### src/hw/rtl/assert_macros.svh
// Assertion macros for the RTL of the clique counter, used by its top level.
`ifndef ASSERT_MACROS_SVH
`define ASSERT_MACROS_SVH

// Same-cycle implication, sampled on clk, off while rst is high.
`define KCC_ASSERT_IMP(lbl, a, b, msg) \
  lbl: assert property (@(posedge clk) disable iff (rst) (a) |-> (b)) else $error(msg);

// Next-cycle implication, sampled on clk, off while rst is high.
`define KCC_ASSERT_NXT(lbl, a, b, msg) \
  lbl: assert property (@(posedge clk) disable iff (rst) (a) |=> (b)) else $error(msg);

`endif

### src/hw/rtl/kcc_ram.sv
// Generic single-port synchronous RAM with registered read.
module kcc_ram #(
  parameter int WIDTH = 8,
  parameter int DEPTH = 16
) (
  input  logic                     clk,
  input  logic                     we,
  input  logic [$clog2(DEPTH)-1:0] addr,
  input  logic [WIDTH-1:0]         wdata,
  output logic [WIDTH-1:0]         rdata
);

  logic [WIDTH-1:0] mem [DEPTH];

  always_ff @(posedge clk) begin
    if (we) begin
      mem[addr] <= wdata;
    end
    rdata <= mem[addr];
  end

endmodule

### config.mk
export PLATFORM = sky130hd
export DESIGN_NAME = kcc_ram
export DESIGN_NICKNAME = d
export VERILOG_FILES = /design/src/hw/rtl/assert_macros.svh /design/src/hw/rtl/kcc_ram.sv
export SDC_FILE = /design/constraint.sdc
export NUM_CORES = 1
export LEC_CHECK = 0
export BUFFER_PORTS_ARGS = -buffer_cell sky130_fd_sc_hd__buf_2
export CORE_MARGIN = 2
export CORE_UTILIZATION = 53
export DETAILED_ROUTE_END_ITERATION = 8
export GPL_TIMING_DRIVEN = 1
export HOLD_SLACK_MARGIN = 0.15
export MAX_ROUTING_LAYER = met4
export PLACE_DENSITY_LB_ADDON = 0.05
export RECOVER_POWER = 25
export SYNTH_ARGS = -nofsm -noshare
export SYNTH_HDL_FRONTEND = slang
export SYNTH_SLANG_ARGS = --single-unit
### constraint.sdc
create_clock -name clk -period 3.5 [get_ports clk]
set_input_delay 0.7 -clock clk [delete_from_list [all_inputs] [get_ports clk]]
set_output_delay 0.7 -clock clk [all_outputs]
set_load 0.02 [all_outputs]
==> metrics, run 1 <==
status completed; clock skew 0.00895 ns; nets 293; post-synthesis register bit count 136; hold_buf cts 0; final wirelength 9750 um; Yosys Warn Count 0; Post-synth ARST share 0; Setup-failing EPs final 0; clock power share 0.447; full die area 10,400 um^2; Psw 0.761 mW; Slowest Stage Delay on Critical Path 0.59 ns; EDFF count, synth 128; final slew viol count 0; Worst Setup End Kind flop; post-route setup TNS 0 ns; combinational share of power 0.049; PwrDens 608 nW/um^2; Final Cycle Share 0.583; # port buffers 21; FF-to-FF Start mem[3][0]$_DFFE_PP_; internal power 2.87 mW; Syn-to-layout area delta 18.0%; post-synthesis mux area share 0.142; Post-Syn Area 5070 um^2; layout cells sized above 1 0.332; Fmax 490 MHz; TritonCTS clock tree built; TritonCTS buffer count 17; Final Wtd Congestion 0.808; Max-Cap Viols 0; largest family of logic cells by synthesized area multiplexers; XOR/XNOR Fraction of Synth Area 0; sequential share of the synthesized area 0.790; Synth Area in Adders 0; final hold violations 0; Worst Setup SP addr[0]; clock tree buffer depth 2; Worst-path clk slew 0.06 ns; Worst Path Required 3.90 ns; postcts setup bufs 0; RSZ-0062 raised after global routing no; Total Routing Usage GR 0.220; post-synth net total 244; Worst-Margin Slew 0.848 ns; static leakage power 1.97 nW; Synth area leader edfxtp_1; Worst Slack Setup Final 1.46 ns; Synth area leaders edfxtp_1 76%, mux4_2 14%, dfxtp_1 3.2%, a22oi_1 2.4%, nor2_1 0.96%; Compound-Gate Fraction of Synth Area 0.0237; GRT overflow 0; Worst-Skew Late Latency 0.52 ns; # DRC 0; sequential share of power 0.504; vias in the first global route 2,554; Peak VDD IR 538 uV; Setup CP Type input pin to flop; Core Region 9240 um^2; HP Start wdata[0]; CP max-delay cell buf_2; htree depth 4; worst endpoint data arrival time 2.44 ns; Synth Area in Simple Gates 0.0321; Post-Synthesis Mean Instance Area 22.0 um^2; switching share of total power 0.209; root buffer cell clkbuf_8; Yosys cell types 18; Via density 5.71; initial core utilization 0.548; worst path cell trace buf_2, buf_12, mux4_2, a22oi_1, nand2_1; Max FO, Critical Path 24; top_reg_cell synth edfxtp_1; Tmin final 2.04 ns; largest net degree at the start of global routing 28; type of origin of the critical path input pin; Resized cells post-CTS 0; Std-Cell Rows 35; DR WL/cell 23.2 um; Chip Width 102 um; clock sinks 136; # IOs 22; die span in y 102 um; DPL Wire Length 6070 um; first-iteration detailed-routing DRC count 122; top-area cell type share of the netlist area 0.759; dominant cell by count in the synthesized netlist edfxtp_1; worst min-delay path class input pin to flop; synth cell count leaders 128 x edfxtp_1, 32 x mux4_2, 16 x a22oi_1; diode count 0; Final ANT Viol Nets 0; first-pass GRT wire length 14,900 um; via count 2,404; Synth Instances 230; slew margin rel. 0.434; initial antenna violation count 0; pre-CTS setup slack 0.894 ns; DR pass1 iterations 6
[through the flow]
stage | power, mW | instances | utilization | hold slack (ns) | cell area, um^2
floorplan | 1.97 | 230 | - | 0.635 | 5070
CTS | 3.68 | 421 | 0.648 | 0.538 | 5990
global placement | 2.04 | 389 | 0.588 | 0.649 | 5440
detailed placement | 2.05 | 389 | 0.588 | 0.664 | 5440
global route | 3.76 | 421 | 0.647 | 0.571 | 5980
finish | 3.63 | 421 | 0.647 | 0.579 | 5980
[cells in the final DEF, fill, tap and decap left out]
cell type	netlist	final
a22oi_1	16	16
and2_1	1	1
buf_12	0	1
buf_2	2	15
buf_4	0	19
bufinv_16	0	1
clkbuf_1	2	9
clkbuf_16	0	16
clkbuf_8	0	3
clkinv_2	0	2
clkinv_4	0	1
clkinvlp_4	0	4
dfxtp_1	8	8
edfxtp_1	128	128
inv_6	0	2
mux4_2	32	32
nand2_1	9	9
nand2b_1	2	2
nand3_1	1	1
nand3b_1	2	2
nor2_1	13	13
nor2b_1	2	2
nor3_1	4	4
or3b_2	1	1
[area by class of cell]
type                       instances  area [um^2]
clock buffer                      22          453
clock inverter                    10         96.3
fill                             614         3260
multi-input combinational         83         1000
sequential                       136         4000
tap                              129          161
timing repair buffer              41          260
[cell families (layout without fill, tap and decap cells)]
kind of cell	Yosys count	after routing
AO/OA/AOI/OAI	16	16
buffers and inverters	11	73
flip-flops	136	136
multiplexers	32	32
AND/OR/NAND/NOR	35	35
[critical path, delay by kind of cell]
family / cells / cell delay, ns
AO/OA/AOI/OAI: 1 / 0.29
multiplexers: 1 / 0.51
AND/OR/NAND/NOR: 1 / 0.08
buffers and inverters: 2 / 0.85
[path summary, 6_finish.rpt]
kind / slack [ns] / to / cells past startpoint
max reg2reg: 2.13 / rdata[0]$_DFF_P_ / 3
min: 0.58 / mem[1][0]$_DFFE_PP_ / 1
min reg2reg: 0.67 / rdata[0]$_DFF_P_ / 3
max: 1.46 / rdata[3]$_DFF_P_ / 5
[flip-flops by register name (all words and copies together) (netlist names)]
| name | count |
|---|---|
| rdata | 8 |
| mem | 128 |
[power groups by stage]
stage | logic [mW] | registers, mW | clock network [mW]
6_report | 0.178 | 1.83 | 1.63
5_1_grt | 0.193 | 1.83 | 1.73
4_1_cts | 0.182 | 1.83 | 1.66
3_5_place_dp | 0.182 | 1.87 | 0
3_3_place_gp | 0.179 | 1.86 | 0
2_1_floorplan | 0.0938 | 1.88 | 0
[layer usage]
metal,up-vias,global-route usage,wire length (um)
met1,1245,0.295,4220
met5,-,-,0
met2,85,0.320,4740
li1,1060,-,-
met3,14,0.0690,647
met4,0,0.0811,143
(Power assumes the default switching activity.)
==> run 2: changes to the inputs <==
Clock period 3.5 ns to 1.9 ns, I/O delays scaled along.
==> run 2 against run 1 <==
  * Worst hold slack worse by 0.31 ns
  * First-iteration DRC count grew 20%
  * Clock skew grew 0.0015 ns
  * Combinational power up 90%
  * Sequential cell count is the same
  * Critical path depth down 4
==> metrics, run 2 (same netlist as run 1, synthesis figures left out) <==
Fillers 605 (was 614); nets 297 (was 293); # DRC 0 (unchanged); hold_buf cts 0 (unchanged); Fmax 715 MHz; worst path buffer plus inverter count 1 (was 2); worst endpoint data arrival time 1.02 ns (was 2.44 ns); clock sinks 136 (unchanged); Max FO, Critical Path 1 (was 24); Std-Cell Rows 35 (unchanged); final wirelength 9020 um (was 9750 um); largest net degree at the start of global routing 27 (was 28); Core Region 9240 um^2 (unchanged); DPL Wire Length 5920 um (was 6070 um); root buffer cell clkbuf_8 (unchanged); first-pass GRT wire length 14,000 um (was 14,900 um); first-iteration detailed-routing DRC count 147 (was 122); Worst Path Required 1.52 ns (was 3.90 ns); slew margin rel. 0.499 (was 0.434); max reg flops 128 (unchanged); post-route setup TNS 0 ns (unchanged); Fin Hold WS 0.267 ns (was 0.579 ns); GRT overflow 0 (unchanged); via count 2,300 (was 2,404); final hold violations 0 (unchanged); postcts setup bufs 0 (unchanged); full die area 10,400 um^2 (unchanged); Worst Setup End Kind primary output (was flop); Top Family by Delay on Critical Path flip-flops (was buffers and inverters); type of origin of the critical path flop (was input pin); clock tree buffer depth 2 (unchanged); Final ANT Viol Nets 0 (unchanged); RSZ-0062 raised after global routing no (unchanged); CP max-delay cell dfxtp_1 (was buf_2); clock skew 0.0105 ns (was 0.00895 ns); Syn-to-layout area delta 21.3% (was 18.0%); Reg with most FFs mem (unchanged); Chip Width 102 um (unchanged); Final Cycle Share 0.736; Final Total Pwr 7.30 mW (was 3.63 mW); Setup CP Type flop to primary output (was input pin to flop); initial antenna violation count 0 (unchanged); Tmin final 1.40 ns; layout cells sized above 1 0.348 (was 0.332); worst min-delay path class input pin to flop (unchanged); register area 4000 um^2 (unchanged); TritonCTS buffer count 17 (unchanged); Final Wtd Congestion 0.747 (was 0.808); vias in the first global route 2,415 (was 2,554); PwrDens 1190 nW/um^2 (was 608 nW/um^2); DR WL/cell 21.2 um (was 23.2 um); Via density 5.41 (was 5.71); diode count 0 (unchanged); worst path cell trace buf_2 (was buf_2, buf_12, mux4_2, a22oi_1, nand2_1); Worst-path clk slew 0.06 ns (about the same); static leakage power 2.06 nW (was 1.97 nW); htree depth 4 (unchanged); Setup-failing EPs final 0 (unchanged); Top Registers mem (128), rdata (8) (unchanged); Post-Layout Inst Area 6140 um^2 (was 5980 um^2); Worst-Margin Slew 0.750 ns (was 0.848 ns); commonest non-fill, non-tap cells in the layout 128 x edfxtp_1, 32 x mux4_2, 21 x buf_4 (was 128 x edfxtp_1, 32 x mux4_2, 19 x buf_4, 16 x a22oi_1, 16 x clkbuf_16); Worst-Skew Late Latency 0.51 ns (was 0.52 ns); Peak VDD IR 636 uV (was 538 uV); Slowest Stage Delay on Critical Path 0.34 ns (was 0.59 ns); commonest non-fill, non-tap cell in the layout edfxtp_1 (unchanged); Multi-input gate area 1000 um^2 (unchanged); # IOs 22 (unchanged); Resized cells post-CTS 0 (unchanged); # port buffers 21 (unchanged); Max-Cap Viols 0 (unchanged); Total Routing Usage GR 0.202 (was 0.220); TritonCTS clock tree built (unchanged); initial core utilization 0.548 (unchanged); status completed (unchanged); DR pass1 iterations 5 (was 6); Placed Area 5490 um^2 (was 5440 um^2); final slew viol count 0 (unchanged); die span in y 102 um (unchanged)
==> run 2: changes by cell type in the layout (fill, tap and decap cells not counted) <==
cell and delta:
bufinv_16 +5, clkinvlp_4 -3, buf_12 +2, buf_4 +2, clkbuf_1 -2, clkinv_4 +2
inv_6 -2, buf_2 +1, clkbuf_8 -1
==> run 2: area by class of cell <==
| class | instances | area share |
|---|---|---|
| sequential | 136 | 0.652 |
| multi-input combinational | 83 | 0.163 |
| clock buffer | 20 | 0.0709 |
| timing repair buffer | 45 | 0.0515 |
| clock inverter | 12 | 0.0364 |
| tap | 129 | 0.0263 |
==> run 2: routing by layer <==
metal / part of all wire / GRT usage / vias to the layer above / wire length (um)
li1: - / - / 1067 / -
met1: 0.45 / 0.273 / 1178 / 4080
met2: 0.50 / 0.304 / 53 / 4540
met3: 0.041 / 0.0490 / 2 / 372
met4: 0.0029 / 0.0748 / 0 / 26
met5: 0 / - / - / 0
==> run 2: power by group <==
part	total (mW)	switching, mW	internal, mW
clock network	3.59	1.16	2.43
logic	0.338	0.195	0.143
registers	3.37	0.0180	3.36
==> run 2: final timing paths <==
kind	from	to	slack (ns)	depth (start not counted)
max	rdata[0]$_DFF_P_	rdata[0]	0.50	1
min	wdata[0]	mem[4][0]$_DFFE_PP_	0.27	1
max reg2reg	mem[11][4]$_DFFE_PP_	rdata[4]$_DFF_P_	0.59	3
min reg2reg	mem[14][7]$_DFFE_PP_	rdata[7]$_DFF_P_	0.66	3
==> run 2: per-stage QoR <==
step           instances  utilization  worst slack (ns)
3_5_place_dp         393        0.594             0.146
4_1_cts              425        0.666             0.466
2_1_floorplan        230            -            0.0270
5_1_grt              425        0.665             0.453
6_report             425        0.665             0.501
3_3_place_gp         393        0.594             0.157
